<file path="config.mk">
export PLATFORM = sky130hd
export DESIGN_NAME = battery_compensated_motor_duty_core
export DESIGN_NICKNAME = d
export VERILOG_FILES = /design/src/hdl/bcmd_pkg.sv /design/src/hdl/bcmd_side.sv /design/src/hdl/battery_compensated_motor_duty_core.sv
export SDC_FILE = /design/constraint.sdc
export NUM_CORES = 1
export LEC_CHECK = 0
export BUFFER_PORTS_ARGS = -buffer_cell sky130_fd_sc_hd__buf_2
export CAP_MARGIN = 20
export CORE_ASPECT_RATIO = 1.75
export CORE_MARGIN = 2
export CORE_UTILIZATION = 30
export CTS_CLUSTER_DIAMETER = 150
export DETAILED_ROUTE_END_ITERATION = 6
export GPL_TIMING_DRIVEN = 0
export PLACE_DENSITY = 0.56
export REMOVE_ABC_BUFFERS = 1
export SLEW_MARGIN = 20
export SYNTH_ARGS = -nofsm -noshare
export SYNTH_HDL_FRONTEND = slang
export SYNTH_SLANG_ARGS = --single-unit
</file>
<file path="constraint.sdc">
create_clock -name clock -period 9.5 [get_ports clock]
set_clock_uncertainty 0.05 [all_clocks]
set_input_delay 1.9 -clock clock [delete_from_list [all_inputs] [get_ports clock]]
set_output_delay 1.9 -clock clock [all_outputs]
set_load 0.1 [all_outputs]
</file>
<file path="src/hdl/bcmd_pkg.sv">
// ----------------------------------------------------------------------------
// Battery compensated motor duty: shared definitions
// Command, record-kind and register index codes, field widths and the
// status record that each motor lane hands back to the top level.
// ----------------------------------------------------------------------------
package bcmd_pkg;

   localparam int unsigned TGT_W  = 16;  // signed millivolt target
   localparam int unsigned MV_W   = 16;  // battery and threshold in millivolts
   localparam int unsigned LIM_W  = 15;  // clamp magnitude
   localparam int unsigned DUTY_W = 16;  // PWM duty
   localparam int unsigned PCT_W  = 8;   // signed telemetry percent

   // Command codes carried on req_tuser.
   localparam logic [1:0] CMD_SET   = 2'd0;
   localparam logic [1:0] CMD_BRAKE = 2'd1;
   localparam logic [1:0] CMD_COAST = 2'd2;
   localparam logic [1:0] CMD_RSVD  = 2'd3;

   // Register indexes on the CSR port.
   localparam logic [2:0] CSR_ENABLED   = 3'd0;
   localparam logic [2:0] CSR_MAX_CMD   = 3'd1;
   localparam logic [2:0] CSR_PWM_FS    = 3'd2;
   localparam logic [2:0] CSR_LEFT_REV  = 3'd3;
   localparam logic [2:0] CSR_RIGHT_REV = 3'd4;
   localparam logic [2:0] CSR_LOW_BAT   = 3'd5;

   // Register reset values.
   localparam logic [LIM_W-1:0]  MAX_CMD_RST = 15'd6000;
   localparam logic [DUTY_W-1:0] PWM_FS_RST  = 16'd1023;
   localparam logic [MV_W-1:0]   LOW_BAT_RST = 16'd3000;

   // What an accepted transaction does to the bridge state.
   localparam logic [2:0] KIND_HOLD  = 3'd0;  // disabled or reserved command
   localparam logic [2:0] KIND_BRAKE = 3'd1;
   localparam logic [2:0] KIND_COAST = 3'd2;
   localparam logic [2:0] KIND_LOW   = 3'd3;  // set command under low battery
   localparam logic [2:0] KIND_DRIVE = 3'd4;  // set command, lanes compute

   localparam logic [6:0] PCT_SCALE = 7'd100;

   typedef struct packed {
      logic                     done;
      logic [DUTY_W-1:0]        in1;
      logic [DUTY_W-1:0]        in2;
      logic signed [PCT_W-1:0]  pct;
   } side_res_type;

endpackage

</file>
<file path="src/hdl/bcmd_side.sv">
// ----------------------------------------------------------------------------
// Battery compensated motor duty: one motor lane
// Clamps and orients one target, then computes the duty and the percent
// with a bit-serial multiplier and a shared restoring divider.
// ----------------------------------------------------------------------------
module bcmd_side (
   input  logic                               clock,
   input  logic                               reset,
   input  logic                               start,
   input  logic signed [bcmd_pkg::TGT_W-1:0]  target,
   input  logic                               reversed,
   input  logic [bcmd_pkg::LIM_W-1:0]         lim,
   input  logic [bcmd_pkg::DUTY_W-1:0]        pfs,
   input  logic [bcmd_pkg::MV_W-1:0]          bat,
   output bcmd_pkg::side_res_type             res
);
   import bcmd_pkg::*;

   localparam logic [2:0] P_IDLE = 3'd0;
   localparam logic [2:0] P_MUL  = 3'd1;
   localparam logic [2:0] P_DIV  = 3'd2;
   localparam logic [2:0] P_SAT  = 3'd3;
   localparam logic [2:0] P_PCT  = 3'd4;
   localparam logic [2:0] P_DONE = 3'd5;

   localparam int unsigned PROD_W = LIM_W + DUTY_W;  // 31 bits
   localparam int unsigned PCTD_W = DUTY_W + 7;      // duty * 100

   logic [2:0]             phase_ff, phase_in;
   logic [4:0]             cnt_ff, cnt_in;
   logic [LIM_W-1:0]       mag_ff, mag_in;
   logic                   neg_ff, neg_in;
   logic                   zero_ff, zero_in;
   logic [MV_W-1:0]        bat_ff, bat_in;
   logic [PROD_W-1:0]      prod_ff, prod_in;
   logic [DUTY_W-1:0]      rem_ff, rem_in;
   logic [DUTY_W-1:0]      quo_ff, quo_in;
   logic                   ovf_ff, ovf_in;
   logic [DUTY_W-1:0]      duty_ff, duty_in;

   logic signed [TGT_W:0]  t_ext, lim_s, t_clamp, t_dir, t_abs;
   logic [DUTY_W-1:0]      divisor;
   logic [DUTY_W:0]        trial;
   logic [DUTY_W+1:0]      diff;
   logic                   fits;
   logic [DUTY_W-1:0]      rem_step;
   logic [DUTY_W-1:0]      duty_sat;
   logic [PCTD_W-1:0]      pct_dividend;
   logic [6:0]             pct_mag;

   // Clamp and direction, evaluated on the start cycle.
   always_comb begin
      t_ext = (TGT_W+1)'(target);
      lim_s = $signed({2'b00, lim});
      if (t_ext > lim_s) begin
         t_clamp = lim_s;
      end else if (t_ext < -lim_s) begin
         t_clamp = -lim_s;
      end else begin
         t_clamp = t_ext;
      end
      t_dir = reversed ? -t_clamp : t_clamp;
      t_abs = t_dir[TGT_W] ? -t_dir : t_dir;
   end

   // One restoring divide step: duty uses the battery, percent the full scale.
   always_comb begin
      divisor  = (phase_ff == P_DIV) ? bat_ff : pfs;
      trial    = {rem_ff, prod_ff[PROD_W-1]};
      diff     = {1'b0, trial} - {2'b00, divisor};
      fits     = !diff[DUTY_W+1];
      rem_step = fits ? diff[DUTY_W-1:0] : trial[DUTY_W-1:0];
   end

   always_comb begin
      duty_sat     = (ovf_ff || quo_ff > pfs) ? pfs : quo_ff;
      pct_dividend = PCTD_W'(duty_sat) * PCTD_W'(PCT_SCALE);
   end

   always_comb begin
      phase_in = phase_ff;
      cnt_in   = cnt_ff;
      mag_in   = mag_ff;
      neg_in   = neg_ff;
      zero_in  = zero_ff;
      bat_in   = bat_ff;
      prod_in  = prod_ff;
      rem_in   = rem_ff;
      quo_in   = quo_ff;
      ovf_in   = ovf_ff;
      duty_in  = duty_ff;
      if (start) begin
         phase_in = P_MUL;
         cnt_in   = 5'(LIM_W - 1);
         mag_in   = t_abs[LIM_W-1:0];
         neg_in   = t_dir[TGT_W];
         zero_in  = (t_dir == '0);
         bat_in   = bat;
         prod_in  = '0;
      end else begin
         unique case (phase_ff)
            P_MUL: begin
               prod_in = {prod_ff[PROD_W-2:0], 1'b0}
                         + (mag_ff[LIM_W-1] ? PROD_W'(pfs) : '0);
               mag_in  = {mag_ff[LIM_W-2:0], 1'b0};
               cnt_in  = cnt_ff - 5'd1;
               if (cnt_ff == '0) begin
                  phase_in = P_DIV;
                  cnt_in   = 5'(PROD_W - 1);
                  rem_in   = '0;
                  quo_in   = '0;
                  ovf_in   = 1'b0;
               end
            end
            P_DIV, P_PCT: begin
               prod_in = {prod_ff[PROD_W-2:0], 1'b0};
               rem_in  = rem_step;
               quo_in  = {quo_ff[DUTY_W-2:0], fits};
               ovf_in  = ovf_ff | quo_ff[DUTY_W-1];
               cnt_in  = cnt_ff - 5'd1;
               if (cnt_ff == '0) begin
                  phase_in = (phase_ff == P_DIV) ? P_SAT : P_DONE;
               end
            end
            P_SAT: begin
               duty_in  = duty_sat;
               prod_in  = {pct_dividend, {(PROD_W-PCTD_W){1'b0}}};
               rem_in   = '0;
               quo_in   = '0;
               cnt_in   = 5'(PCTD_W - 1);
               phase_in = P_PCT;
            end
            default: begin
            end
         endcase
      end
   end

   always_ff @(posedge clock) begin
      if (reset) begin
         phase_ff <= P_IDLE;
      end else begin
         phase_ff <= phase_in;
      end
      cnt_ff  <= cnt_in;
      mag_ff  <= mag_in;
      neg_ff  <= neg_in;
      zero_ff <= zero_in;
      bat_ff  <= bat_in;
      prod_ff <= prod_in;
      rem_ff  <= rem_in;
      quo_ff  <= quo_in;
      ovf_ff  <= ovf_in;
      duty_ff <= duty_in;
   end

   // A zero full scale makes the percent divide meaningless; the percent is 0.
   always_comb begin
      pct_mag  = (pfs == '0 || zero_ff) ? 7'd0 : quo_ff[6:0];
      res.done = (phase_ff == P_DONE);
      res.in1  = (!neg_ff && !zero_ff) ? duty_ff : '0;
      res.in2  = (neg_ff && !zero_ff) ? duty_ff : '0;
      res.pct  = neg_ff ? -$signed({1'b0, pct_mag}) : $signed({1'b0, pct_mag});
   end

endmodule

</file>
<file path="src/hdl/battery_compensated_motor_duty_core.sv">
// ----------------------------------------------------------------------------
// Battery compensated motor duty core
// Turns set, brake and coast commands for two H-bridge motors into four pin
// duties and two telemetry percents, scaling each target by the battery.
// ----------------------------------------------------------------------------
// For a set transaction each motor lane runs a bit-serial multiply of the
// clamped target by the full scale, a restoring divide by the battery
// voltage, a saturation step and a second divide that yields the
// percent, and both lanes run side by side. Brake, coast, low battery
// and ignored transactions skip the lanes. A finished result sits in the
// response register while the next request is already accepted and
// computed; the bridge state only advances when a result moves into that
// register, so a stalled response never loses or reorders anything.
// Configuration registers must be written through the CSR port only while
// the core is idle; the core itself does not enforce this. They take effect
// for the next transaction.
module battery_compensated_motor_duty_core (
   input  logic        clock,
   input  logic        reset,
   // Request channel.
   input  logic        req_tvalid,
   output logic        req_tready,
   // [15:0] left_target_mv, [31:16] right_target_mv, [47:32] battery_mv
   input  logic [47:0] req_tdata,
   // [1:0] command
   input  logic [1:0]  req_tuser,
   // Response channel.
   output logic        rsp_tvalid,
   input  logic        rsp_tready,
   // [15:0] left_in1_duty, [31:16] left_in2_duty, [47:32] right_in1_duty,
   // [63:48] right_in2_duty, [71:64] left_percent, [79:72] right_percent
   output logic [79:0] rsp_tdata,
   // [0] accepted, [1] battery_low
   output logic [1:0]  rsp_tuser,
   // Configuration write port.
   input  logic        csr_wr_en,
   input  logic [2:0]  csr_index,
   input  logic [15:0] csr_wdata
);
   import bcmd_pkg::*;

   // Configuration registers.
   logic                 enabled_ff;
   logic [LIM_W-1:0]     max_cmd_ff;
   logic [DUTY_W-1:0]    pwm_fs_ff;
   logic                 left_rev_ff;
   logic                 right_rev_ff;
   logic [MV_W-1:0]      low_bat_ff;

   // Control.
   logic                 busy_ff, busy_in;
   logic [2:0]           kind_ff, kind_in;
   logic                 rsp_valid_ff, rsp_valid_in;

   // Bridge state, which is also the response payload.
   logic [DUTY_W-1:0]       pin_ff [4];
   logic signed [PCT_W-1:0] pct_ff [2];
   logic                    acc_ff;
   logic                    low_ff;

   logic                    req_fire;
   logic                    res_ready;
   logic                    xfer;
   logic                    start_lanes;
   logic [1:0]              cmd;
   logic signed [TGT_W-1:0] left_tgt;
   logic signed [TGT_W-1:0] right_tgt;
   logic [MV_W-1:0]         bat;
   logic                    bat_low;

   side_res_type            left_res;
   side_res_type            right_res;

   assign cmd       = req_tuser;
   assign left_tgt  = $signed(req_tdata[15:0]);
   assign right_tgt = $signed(req_tdata[31:16]);
   assign bat       = req_tdata[47:32];

   // One transaction is in flight at a time; the response register is separate.
   assign req_tready = !busy_ff;
   assign req_fire   = req_tvalid && req_tready;

   // An empty battery counts as low whatever the threshold says, so a set command coasts.
   assign bat_low = (bat == '0) || (bat < low_bat_ff);

   always_comb begin
      if (!enabled_ff || cmd == CMD_RSVD) begin
         kind_in = KIND_HOLD;
      end else begin
         unique case (cmd)
            CMD_BRAKE: kind_in = KIND_BRAKE;
            CMD_COAST: kind_in = KIND_COAST;
            default:   kind_in = bat_low ? KIND_LOW : KIND_DRIVE;
         endcase
      end
   end

   assign start_lanes = req_fire && (kind_in == KIND_DRIVE);

   bcmd_side u_left (
      .clock    (clock),
      .reset    (reset),
      .start    (start_lanes),
      .target   (left_tgt),
      .reversed (left_rev_ff),
      .lim      (max_cmd_ff),
      .pfs      (pwm_fs_ff),
      .bat      (bat),
      .res      (left_res)
   );

   bcmd_side u_right (
      .clock    (clock),
      .reset    (reset),
      .start    (start_lanes),
      .target   (right_tgt),
      .reversed (right_rev_ff),
      .lim      (max_cmd_ff),
      .pfs      (pwm_fs_ff),
      .bat      (bat),
      .res      (right_res)
   );

   // The result of the transaction in flight moves into the response register
   // as soon as it is known and the register is free or being emptied.
   assign res_ready = busy_ff && ((kind_ff != KIND_DRIVE) || (left_res.done && right_res.done));
   assign xfer      = res_ready && (!rsp_valid_ff || rsp_tready);

   always_comb begin
      busy_in = busy_ff;
      if (req_fire) begin
         busy_in = 1'b1;
      end else if (xfer) begin
         busy_in = 1'b0;
      end
      rsp_valid_in = rsp_valid_ff;
      if (xfer) begin
         rsp_valid_in = 1'b1;
      end else if (rsp_tready) begin
         rsp_valid_in = 1'b0;
      end
   end

   always_ff @(posedge clock) begin
      if (reset) begin
         busy_ff      <= 1'b0;
         rsp_valid_ff <= 1'b0;
         kind_ff      <= KIND_HOLD;
      end else begin
         busy_ff      <= busy_in;
         rsp_valid_ff <= rsp_valid_in;
         if (req_fire) begin
            kind_ff <= kind_in;
         end
      end
   end

   // Configuration writes; indexes past the list are ignored.
   always_ff @(posedge clock) begin
      if (reset) begin
         enabled_ff   <= 1'b0;
         max_cmd_ff   <= MAX_CMD_RST;
         pwm_fs_ff    <= PWM_FS_RST;
         left_rev_ff  <= 1'b0;
         right_rev_ff <= 1'b0;
         low_bat_ff   <= LOW_BAT_RST;
      end else if (csr_wr_en) begin
         unique case (csr_index)
            CSR_ENABLED:   enabled_ff   <= csr_wdata[0];
            CSR_MAX_CMD:   max_cmd_ff   <= csr_wdata[LIM_W-1:0];
            CSR_PWM_FS:    pwm_fs_ff    <= csr_wdata;
            CSR_LEFT_REV:  left_rev_ff  <= csr_wdata[0];
            CSR_RIGHT_REV: right_rev_ff <= csr_wdata[0];
            CSR_LOW_BAT:   low_bat_ff   <= csr_wdata;
            default: begin
            end
         endcase
      end
   end

   // Bridge state update. A held transaction keeps pins and percents and
   // reports accepted and battery_low as zero.
   always_ff @(posedge clock) begin
      if (reset) begin
         for (int i = 0; i < 4; i++) begin
            pin_ff[i] <= '0;
         end
         pct_ff[0] <= '0;
         pct_ff[1] <= '0;
         acc_ff    <= 1'b0;
         low_ff    <= 1'b0;
      end else if (xfer) begin
         acc_ff <= (kind_ff != KIND_HOLD);
         low_ff <= (kind_ff == KIND_LOW);
         unique case (kind_ff)
            KIND_BRAKE: begin
               for (int i = 0; i < 4; i++) begin
                  pin_ff[i] <= pwm_fs_ff;
               end
               pct_ff[0] <= '0;
               pct_ff[1] <= '0;
            end
            KIND_COAST, KIND_LOW: begin
               for (int i = 0; i < 4; i++) begin
                  pin_ff[i] <= '0;
               end
               pct_ff[0] <= '0;
               pct_ff[1] <= '0;
            end
            KIND_DRIVE: begin
               pin_ff[0] <= left_res.in1;
               pin_ff[1] <= left_res.in2;
               pin_ff[2] <= right_res.in1;
               pin_ff[3] <= right_res.in2;
               pct_ff[0] <= left_res.pct;
               pct_ff[1] <= right_res.pct;
            end
            default: begin
            end
         endcase
      end
   end

   assign rsp_tvalid = rsp_valid_ff;
   assign rsp_tdata  = {pct_ff[1], pct_ff[0], pin_ff[3], pin_ff[2], pin_ff[1], pin_ff[0]};
   assign rsp_tuser  = {low_ff, acc_ff};

   // Both lanes start together and take the same number of cycles.
   a_lanes_in_step: assert property (@(posedge clock) disable iff (reset)
      (busy_ff && kind_ff == KIND_DRIVE && left_res.done) |-> right_res.done)
      else $error("motor lanes finished out of step");

   // A low battery flag only comes with an applied command.
   a_low_needs_acc: assert property (@(posedge clock) disable iff (reset)
      (rsp_valid_ff && low_ff) |-> acc_ff)
      else $error("battery_low reported on an ignored command");

   // Telemetry percents stay within one hundred.
   a_pct_range: assert property (@(posedge clock) disable iff (reset)
      rsp_valid_ff |-> (pct_ff[0] <= 8'sd100 && pct_ff[0] >= -8'sd100 &&
                        pct_ff[1] <= 8'sd100 && pct_ff[1] >= -8'sd100))
      else $error("duty percent out of range");

   // No new request is taken in the cycle after one was accepted.
   a_one_in_flight: assert property (@(posedge clock) disable iff (reset)
      req_fire |=> !req_tready)
      else $error("second transaction accepted while one is in flight");

endmodule
</file>
# Yosys cells after proc, flatten, opt, wreduce, memory -nomap -nowiden
# Memories as Yosys holds them, arrays and structs flattened.
# Index checks and enable logic that the tools add are counted.
[classes] add_sub_neg=13 n_mul=2 magnitude_cmp=7 n_eq_ne=32 mux=93 bitwise_logic=21 reduce_logical=64
[op_table] operator="$mux W16" n=26
[op_table] operator="$pmux W16 S3" n=4
[op_table] operator="$pmux W31 S3" n=2
[op_table] operator="$mux W17" n=6
[op_table] operator="$mux W15" n=6
[op_table] operator="$gt A16 B16 Y1" n=4
[op_table] operator="$mux W8" n=8
[op_table] operator="$add A31 B31 Y31" n=2
[op_table] operator="$mul A16 B5 Y21 const B" n=2
[op_table] operator="$sub A17 B16 Y18" n=2
[op_table] operator="$logic_not A17 Y1" n=2
[op_table] operator="$lt A16 B17 Y1" n=2
[op_table] operator="$neg A17 Y17" n=2
[op_table] operator="$logic_not A16 Y1" n=2
[op_table] operator="$neg A15 Y15" n=2
[op_table] operator="$pmux W5 S3" n=2
[op_table] operator="$eq A3 B2 Y1 const B" n=8
[op_table] operator="$eq A3 B3 Y1 const B" n=8
[op_table] operator="$mux W3" n=8
[op_table] operator="$reduce_and A3 Y1" n=8
[op_table] operator="$mux W1" n=22
[op_table] operator="$or A1 B1 Y1" n=20
[op_table] operator="$pmux W3 S3" n=2
[op_table] operator="$neg A15 Y17" n=1
[op_table] operator="24 further kinds" n=81
[word_totals] reg_bits=283 ram_bits=80 elab_cells=268 mem_count=2
[mem_list] memory="pin_ff" words=4 width=16 rd=4 rd_ports_with_merged_regs=0 wr=4 line="battery_compensated_motor_duty_core.sv:56" source="logic [DUTY_W-1:0] pin_ff [4];"
[mem_list] memory="pct_ff" words=2 width=8 rd=2 rd_ports_with_merged_regs=0 wr=2 line="battery_compensated_motor_duty_core.sv:57" source="logic signed [PCT_W-1:0] pct_ff [2];"

# Longest topological paths before layout
# Gate-level depths: netlist (run 1).
[depth] depth_word=11 ltp_mapped=36 mapped_depth_nobuf=34

# Modules after synthesis
# A second synthesis (run 1) with hierarchy kept.
[hier_totals] cells_unflattened=3411 hier_area_um2=30399.2
[by_module_without_submodules] mod="bcmd_side at u_right" n_inst=1 cells_each=1468 area_each_um2=12404.4
[by_module_without_submodules] mod="bcmd_side at u_left" n_inst=1 cells_each=1448 area_each_um2=12152.9
[by_module_without_submodules] mod="battery_compensated_motor_duty_core" n_inst=1 cells_each=495 area_each_um2=5841.9

# Worst setup path before layout (run 1)
# OpenSTA, ideal clock, no wires.
[synth_timing] kind="flip-flop to flip-flop" from="register pwm_fs_ff[1]" to="register u_left.prod_ff[30]" setup_ps=120 arrival_time_ps=6994 setup_slack_ps=2337 stages_incl_launch_ff=37 period_less_slack_ps=7163 cell_sequence="dfxtp_1 clkbuf_1 inv_1 ha_1 nor2b_1 o21a_1 o21a_1 o21a_1 o21a_1 o21a_1 o21a_1 o21ai_0 nand2_1 a211oi_1 o21bai_1 clkbuf_1 mux2_2 ha_1 ha_1 inv_1 fa_1 inv_1 ha_1 a21o_1 a21oi_1 o21bai_1 a21oi_1 o21bai_1 a21oi_1 nor2b_1 o21a_1 o41ai_1 o21a_1 o21ai_0 xnor2_1 nor2_1 o31a_1"
[synth_via] elab_chain_cells=5 elab_cells_between_ends=7 cone_classes="add/sub (1); mul (1); order compare (1); mux (3); reduce/logical (1)"
[synth_rtl] element="start: declaration" line="battery_compensated_motor_duty_core.sv:45" source="logic [DUTY_W-1:0] pwm_fs_ff;"
[synth_rtl] element="start signal: assignment" line="battery_compensated_motor_duty_core.sv:171" source="CSR_PWM_FS: pwm_fs_ff <= csr_wdata;"
[synth_rtl] element="$gt A16 B16 Y1" line="bcmd_side.sv:76" source="duty_sat = (ovf_ff || quo_ff > pfs) ? pfs : quo_ff;"
[synth_rtl] element="$logic_or A1 B1 Y1" line="bcmd_side.sv:76"
[synth_rtl] element="$mux W16" line="bcmd_side.sv:76"
[synth_rtl] element="via u_left.duty_sat[3]" line="bcmd_side.sv:47" source="logic [DUTY_W-1:0] duty_sat;"
[synth_rtl] element="$mul A16 B5 Y21" line="bcmd_side.sv:77" source="pct_dividend = PCTD_W'(duty_sat) * PCTD_W'(PCT_SCALE);"
[synth_rtl] element="$pmux W31 S3" line="bcmd_side.sv:101" source="unique case (phase_ff)"
[synth_rtl] element="end signal: assignment" line="bcmd_side.sv:150" source="prod_ff <= prod_in;"
[synth_rtl] element="end: declaration" line="bcmd_side.sv:35" source="logic [PROD_W-1:0] prod_ff, prod_in;"
# The timed path passes the listed nets, and every way through them passes these cells.
# A chain may end at the register's enable or synchronous reset.

# Final worst setup path (run 1)
[layout_timing] from="register max_cmd_ff[0]" to="register u_left.mag_ff[9], data pin"
[layout_via] elab_chain_cells=9 elab_cells_between_ends=10 cone_classes="add/sub (3); order compare (2); mux (5)"
[layout_rtl] element="start: declaration" line="battery_compensated_motor_duty_core.sv:44" source="logic [LIM_W-1:0] max_cmd_ff;"
[layout_rtl] element="start signal: assignment" line="battery_compensated_motor_duty_core.sv:170" source="CSR_MAX_CMD: max_cmd_ff <= csr_wdata[LIM_W-1:0];"
[layout_rtl] element="$neg A15 Y17" line="bcmd_side.sv:57, bcmd_side.sv:58"
[layout_rtl] element="$lt A16 B17 Y1" line="bcmd_side.sv:57" source="end else if (t_ext < -lim_s) begin"
[layout_rtl] element="$mux W17" line="bcmd_side.sv:57"
[layout_rtl] element="$mux W17 *" line="bcmd_side.sv:55" source="if (t_ext > lim_s) begin"
[layout_rtl] element="$neg A17 Y17" line="bcmd_side.sv:62" source="t_dir = reversed ? -t_clamp : t_clamp;"
[layout_rtl] element="$mux W17 *" line="bcmd_side.sv:62"
[layout_rtl] element="$neg A15 Y15" line="bcmd_side.sv:63" source="t_abs = t_dir[TGT_W] ? -t_dir : t_dir;"
[layout_rtl] element="$mux W15 *" line="bcmd_side.sv:63"
[layout_rtl] element="$mux W15 *" line="bcmd_side.sv:92" source="if (start) begin"
[layout_rtl] element="via u_left.mag_in[9]" line="bcmd_side.sv:31" source="logic [LIM_W-1:0] mag_ff, mag_in;"
[layout_rtl] element="end signal: assignment" line="bcmd_side.sv:146" source="mag_ff <= mag_in;"
[layout_rtl] element="end: declaration" line="bcmd_side.sv:31"
# The timed path passes the listed nets; every way through them passes the cells marked *.

==> flow_summary.yaml, run 1 <==
clock_tree:
  ctsHoldBuffers: 0
  htree_levels: 2
  cts_tree: "done"
  cts_buffer_depth: 3
  cts_sinks: 363
  clockRootBuffer: "clkbuf_16"
  cts_buffers: 40
  clk_latency_ns: 0.60
  cts.clk_slew.worst_paths_ns: 0.06
global_routing:
  met3_usage_pct: 2.53
  grt_util_all_layers_pct: 19.5
  grt_remaining_overflow: 0
  grt_max_degree: 52
  grt_use_met1_pct: 21.1
  grt_pass1_wl_mm: 146
  busiest_layer: "met2"
  grt_util_met2_pct: 36.5
  antenna_found_initial: 7
  grt_pass1_vias: 24609
sta:
  drv_slew: 0
  slew_headroom_pct: 20.1
  rsz0062_at_grt: "no"
  worst_pin_slew_ns: 1.20
  fin_crit_sh_pct: 96.4
  min_period_ns: 9.16
  hold_viol: 0
  max_freq_ghz: 0.109
  setup_viol: 0
  timing.final.ws_setup_ns: 0.342
final_layout:
  final_util_pct: 34.3
  final_common_cell: "nor2_1"
  fillers: 9735
  post_route_cells_drive_above_1_share_pct: 12.2
  area_delta_synth_final_pct: 13.4
  final_cell_mix: "296 x nor2_1, 284 x ha_1, 268 x nand2_1"
  fin_area_um2: 31900
  nets: 3644
synth:
  yosysSeqAreaShare_pct: 33.9
  synthDistinctLibCells: 95
  netlist_instances: 3179
  synth_edf_count: 228
  ys_ff_latch: 363
  ys.warnings.count: 0
  synth_area_um2: 28100
  avgSynthCellArea_um2: 8.85
  synth_flop_cell: "edfxtp_1"
  async_flop_share_pct: 0
hold_path:
  hold_path.class: "flip-flop to flip-flop"
  hold_start: "low_bat_ff[13]"
  holdPathEnd: "low_bat_ff[13]"
  min_path_cells: 2
floorplanning:
  die_h_um: 409
  die_area_um2: 96400
  dieWidth_um: 236
  row_count: 148
  start_util_pct: 30.3
  ios: 158
  fp.coreArea_um2: 93000
drt:
  finalWirelength_mm: 96.1
  vias: 24933
  wire_per_inst_um: 21.4
  ant_nets: 0
  vias_per_cell: 5.55
  first_iter_violations: 1555
  first_pass_iters: 5
  drc: 0
placement:
  place_hpwl_mm: 73.8
  post-place-ws_ns: -0.0874
  gp_congestion: 0.950
  port_buffers: 157
  placed_area_um2: 30500
critical_path:
  critPathCaptureType: "flip-flop"
  cp-start-kind: "flip-flop"
  regToRegStartpoint: "max_cmd_ff[0]"
  required_ns: 9.78
  r2r-end: "u_left.mag_ff[9]"
  critPathMaxFanout: 12
  worst-r2r-setup-slack_ns: 0.34
  critical_path_arrival_ns: 9.44
  path_class: "flip-flop to flip-flop"
  rr_worst_depth: 24
pwr:
  power.total_mw: 5.12
  ir_drop_uv: 121
  p_per_area_nw_per_um2: 160
  leakagePower_nw: 12.8
status:
  outcome: "finished, final reports clean"
flow_run:
  maxCapViolations: 0
## report_power, final
part / switching [mW] / internal [mW] / leakage (nW)
clock: 0.709 / 0.974 / 0.664
sequential: 0.196 / 1.81 / 3.29
combinational: 0.836 / 0.595 / 8.86
total: 1.74 / 3.38 / 12.8
## synthesized netlist by cell type, types with 17 or more instances
cell type,instances,share of area [%]
or3_1,22,0.49
edfxtp_1,228,24
dfxtp_1,135,9.6
o21ai_1,19,0.34
a221oi_1,18,0.56
inv_1,172,2.3
clkbuf_1,134,1.8
ha_1,284,13
a31oi_1,33,0.73
a211oi_1,24,0.64
mux2i_1,33,1.2
o211ai_1,44,1.2
a21o_1,42,1.1
nor3_1,69,1.2
a21oi_1,257,4.6
xor2_1,62,1.9
fa_1,26,1.8
and2_1,67,1.5
nand3_1,77,1.4
mux2_2,38,1.5
a21boi_0,28,0.75
nand4_1,27,0.60
nor2b_1,30,0.67
o21a_1,37,0.99
o31ai_1,19,0.51
o22ai_1,18,0.40
nor4_1,22,0.49
a22o_1,67,2.1
o21ai_0,204,3.6
nand2b_1,17,0.38
nor2_1,304,4.1
xnor2_1,92,2.9
nand2_1,268,3.6
## registers in the layout (all words and copies together) (netlist names), 5 cells and up
signal,count
low_bat_ff,16
u_left.cnt_ff,5
pwm_fs_ff,16
u_right.quo_ff,16
u_left.quo_ff,16
u_left.mag_ff,15
max_cmd_ff,15
u_right.rem_ff,16
u_left.prod_ff,31
u_left.duty_ff,16
u_right.cnt_ff,5
u_right.mag_ff,15
u_right.prod_ff,31
pin_ff,64
u_left.rem_ff,16
pct_ff,16
u_left.bat_ff,16
u_right.duty_ff,16
## metrics by stage
| stage | setup TNS (ns) | hold slack, ns | instances |
|---|---|---|---|
| 5_1_grt | 0 | 0.435 | 4494 |
| 2_1_floorplan | 0 | 0.380 | 3020 |
| 3_3_place_gp | -297.04 | 0.394 | 4377 |
| 6_report | 0 | 0.405 | 4496 |
| 4_1_cts | 0 | 0.407 | 4491 |
| 3_5_place_dp | -0.324 | 0.397 | 4417 |
## routing by layer
metal / share of wire (%) / vias up
met5: 0.050 / -
met4: 5.9 / 6
met3: 4.4 / 252
met2: 52 / 747
met1: 38 / 12050
li1: - / 11878
## repair_timing
item | CTS | global route
resized for setup | 1 | 1
endpoints found under the setup margin | 9 | 13
pin swaps | 0 | 0
hold endpoints to repair | 0 | 0
buffers inserted | 0 | 0
## layout make-up
class	instances	area, um^2	area share, %
clock inverters	21	253	0.792
well taps	1200	1500	4.70
repair buffers	198	1290	4.05
inverters	175	662	2.07
clock buffers	53	1120	3.51
flip-flops and latches	363	9560	29.9
multi-input cells	2482	17500	54.9
diodes	4	10.0	0.0314
## critical path, cell delays in order, from the launching register on
cell and delay [ns]:
dfxtp_1 0.40, inv_1 0.14, ha_1 0.34, nor4b_1 0.80, nand2_1 0.32, or3_1 0.45, nor4_2 0.46, ha_1 0.52
inv_1 0.24, nor2_1 0.20, nand3_1 0.13, o41a_1 0.51, a31oi_2 0.65, mux2_2 0.40, o21ai_0 0.69, ha_1 0.37
inv_1 0.14, or2_2 0.34, or3_1 0.32, or3_1 0.36, a211oi_4 0.45, inv_2 0.22, o21ai_1 0.14, xor2_1 0.16
o21ai_1 0.07
## how the worst max path moves through the flow
| stage | from | end | slack (ns) | cells after the start |
|---|---|---|---|---|
| after floorplan | req_tdata[33] | u_left.quo_ff[0] | 1.40 | 13 |
| after global placement | req_tdata[33] | u_left.rem_ff[8] | -2.75 | 14 |
| after detailed placement | max_cmd_ff[1] | u_left.mag_ff[9] | -0.09 | 24 |
| after CTS | max_cmd_ff[1] | u_left.mag_ff[9] | 0.16 | 24 |
| after global routing | max_cmd_ff[1] | u_left.mag_ff[9] | 0.01 | 24 |
| final | max_cmd_ff[0] | u_left.mag_ff[9] | 0.34 | 24 |
## cells by family (layout without fill, tap and decap cells)
family / after synthesis / after routing / share of synthesized area (%)
other: 0 / 4 / 0
AND/OR/NAND/NOR: 986 / 986 / 16.7
adder cells (fa/ha/maj): 310 / 310 / 14.5
multiplexers: 75 / 75 / 3.01
buffers and inverters: 334 / 447 / 4.58
AO/OA/AOI/OAI: 954 / 954 / 22.3
flip-flops: 363 / 363 / 33.9
XOR/XNOR: 157 / 157 / 5.01
No activity file was read; power rests on OpenSTA's default activity.
==> run 2, diff against run 1 <==
- ABC_AREA: default -> 1
==> flow_summary.yaml, run 2 <==
pwr:
  ir_drop_uv: 105
  p_int_mw: 3.42
  combPwrFrac_pct: 35.7
  p_per_area_nw_per_um2: 183
  leakagePower_nw: 14.1
  power.total_mw: 5.58
  p_sw_mw: 2.16
  pwr-share-seq_pct: 36.6
  swShare_pct: 38.7
  p_clk_share_pct: 27.7
sta:
  hold_viol: 0
  fin_tns_setup_ns: 0
  fin_crit_sh_pct: 80.9
  rsz0062_at_grt: "no"
  min_period_ns: 7.68
  slew_headroom_pct: 26.1
  setup_viol: 0
  hold_slack_ns: 0.420
  max_freq_ghz: 0.130
  drv_slew: 0
  worst_pin_slew_ns: 1.10
global_routing:
  grt_remaining_overflow: 0
  grt_pass1_wl_mm: 133
  grt_util_all_layers_pct: 18.4
  grt_max_degree: 67
  grt_pass1_vias: 23530
  antenna_found_initial: 9
synth:
  ys_ff_latch: 363
  synthDistinctLibCells: 60
  ys.warnings.count: 0
  synth_area_um2: 27100
  synth_flop_cell: "edfxtp_1"
  synth.area.top_cells: "edfxtp_1 25%, ha_1 13%, dfxtp_1 10%"
  netlist_instances: 3523
  synth_most_common_cell: "nand2_1"
  async_flop_share_pct: 0
  avgSynthCellArea_um2: 7.70
  yosys.area.top_type_share_pct: 25.2
  synth_edf_count: 228
  yosysSeqAreaShare_pct: 35.2
  synth_area_leader_cell: "edfxtp_1"
  ys_top_cells_by_count: "691 x nand2_1, 479 x inv_1, 338 x o21ai_0"
critical_path:
  critical_path_arrival_ns: 8.08
  critPathMaxFanout: 32
  path_class: "flip-flop to flip-flop"
  cpPeakStageDelay_ns: 1.04
  cp_slowest_cell: "o21ai_0"
  critPathCaptureType: "flip-flop"
  required_ns: 9.89
  cp-start-kind: "flip-flop"
final_layout:
  area_delta_synth_final_pct: 12.2
  final_common_cell: "nand2_1"
  reg_top3: "pin_ff x64, u_left.prod_ff x31, u_right.prod_ff x31"
  final_cell_mix: "689 x nand2_1, 474 x inv_1, 333 x o21ai_0"
  regMostFlops: "pin_ff"
  nets: 4004
  largest_reg_flops: 64
  post_route_cells_drive_above_1_share_pct: 10.3
placement:
  place_hpwl_mm: 69.1
  port_buffers: 157
  gp_congestion: 0.894
drt:
  ant_nets: 0
  finalWirelength_mm: 87.2
  first_iter_violations: 1479
  vias: 24252
  drc: 0
  wire_per_inst_um: 18.1
  vias_per_cell: 5.02
  first_pass_iters: 7
clock_tree:
  clk_latency_ns: 0.58
  ctsHoldBuffers: 0
  cts.clk_slew.worst_paths_ns: 0.06
  cts_buffer_depth: 3
  cts_buffers: 39
  ctsResizeCount: 0
  cts_tree: "done"
  htree_levels: 2
  cts_sinks: 363
  post_cts_buffers: 0
  clockRootBuffer: "clkbuf_16"
status:
  outcome: "finished, final reports clean"
floorplanning:
  fp.coreArea_um2: 89400
  start_util_pct: 30.3
  die_h_um: 402
  die_area_um2: 93000
  row_count: 145
  dieWidth_um: 231
  ios: 158
flow_run:
  maxCapViolations: 0
hold_path:
  hold_path.class: "flip-flop to flip-flop"
==> run 2: cell count changes in the layout (fill, tap and decap cells not counted), moves of 45 or more <==
cell / previous run / this run
a21oi_1: 253 / 309
a22o_1: 67 / 0
and2_1: 67 / 4
inv_1: 171 / 474
nand2_1: 268 / 689
nand2_2: 0 / 45
nand3_1: 77 / 189
nor2_1: 296 / 232
o21ai_0: 197 / 333
xnor2_1: 92 / 22
==> run 2: worst max-delay path, delay by kind of cell, from the launching register on <==
family	cells	cell delay, ns
AO/OA/AOI/OAI	12	2.61
adder cells (fa/ha/maj)	5	1.91
AND/OR/NAND/NOR	14	1.63
flip-flops	1	0.83
buffers and inverters	3	0.52
==> run 2: layout make-up <==
class	count	area, um^2
Inverter	501	1890
Clock buffer	49	1090
Multi-Input combinational cell	2545	15300
Sequential cell	363	9550
Clock inverter	22	166
Timing Repair Buffer	170	1020
Fill cell	9442	59000
Tap cell	1176	1470
Antenna cell	4	10.0
==> run 2: kinds of logic (layout without fill, tap and decap cells) <==
| kind of cell | count (synthesis) | count (layout) | share of synthesized area [%] |
|---|---|---|---|
| adder cells (fa/ha/maj) | 310 | 310 | 15.0 |
| other | 0 | 4 | 0 |
| buffers and inverters | 615 | 742 | 8.76 |
| flip-flops | 363 | 363 | 35.2 |
| AO/OA/AOI/OAI | 844 | 844 | 17.2 |
| XOR/XNOR | 64 | 64 | 2.07 |
| AND/OR/NAND/NOR | 1327 | 1327 | 21.7 |
==> run 2: final timing paths <==
check | from | endpoint | slack [ns] | depth (start not counted)
max | pwm_fs_ff[6] | u_right.prod_ff[28] | 1.82 | 34
min | low_ff | low_ff | 0.42 | 2
max reg2reg | pwm_fs_ff[6] | u_right.prod_ff[28] | 1.82 | 34
min reg2reg | low_ff | low_ff | 0.42 | 2
==> run 2: power by group through the flow <==
stage	clock, mW	combinational (mW)	sequential [mW]
after floorplan	0	1.45	2.10
after global placement	0	1.95	2.07
after detailed placement	0	1.99	2.07
after CTS	1.58	2.00	2.04
after global routing	1.63	2.28	2.06
final	1.55	1.99	2.04
==> run 2: per-layer routing <==
| metal | vias to the layer above | track usage, % | share of wire (%) |
|---|---|---|---|
| li1 | 12152 | - | - |
| met1 | 11348 | 19.8 | 38 |
| met2 | 583 | 35.3 | 53 |
| met3 | 167 | 1.88 | 4.1 |
| met4 | 2 | 8.95 | 5.0 |
| met5 | - | 0 | 0.0080 |
==> run 2: through the flow <==
step           setup WS, ns  instance area, um^2  std cells  utilization, %
5_1_grt                1.32                30500       4828            34.0
3_5_place_dp           1.89                29200       4754            32.6
4_1_cts                1.85                30400       4825            34.0
2_1_floorplan          1.75                26600       3409               -
6_report               1.82                30500       4830            34.1
3_3_place_gp          -3.61                28900       4742            32.3
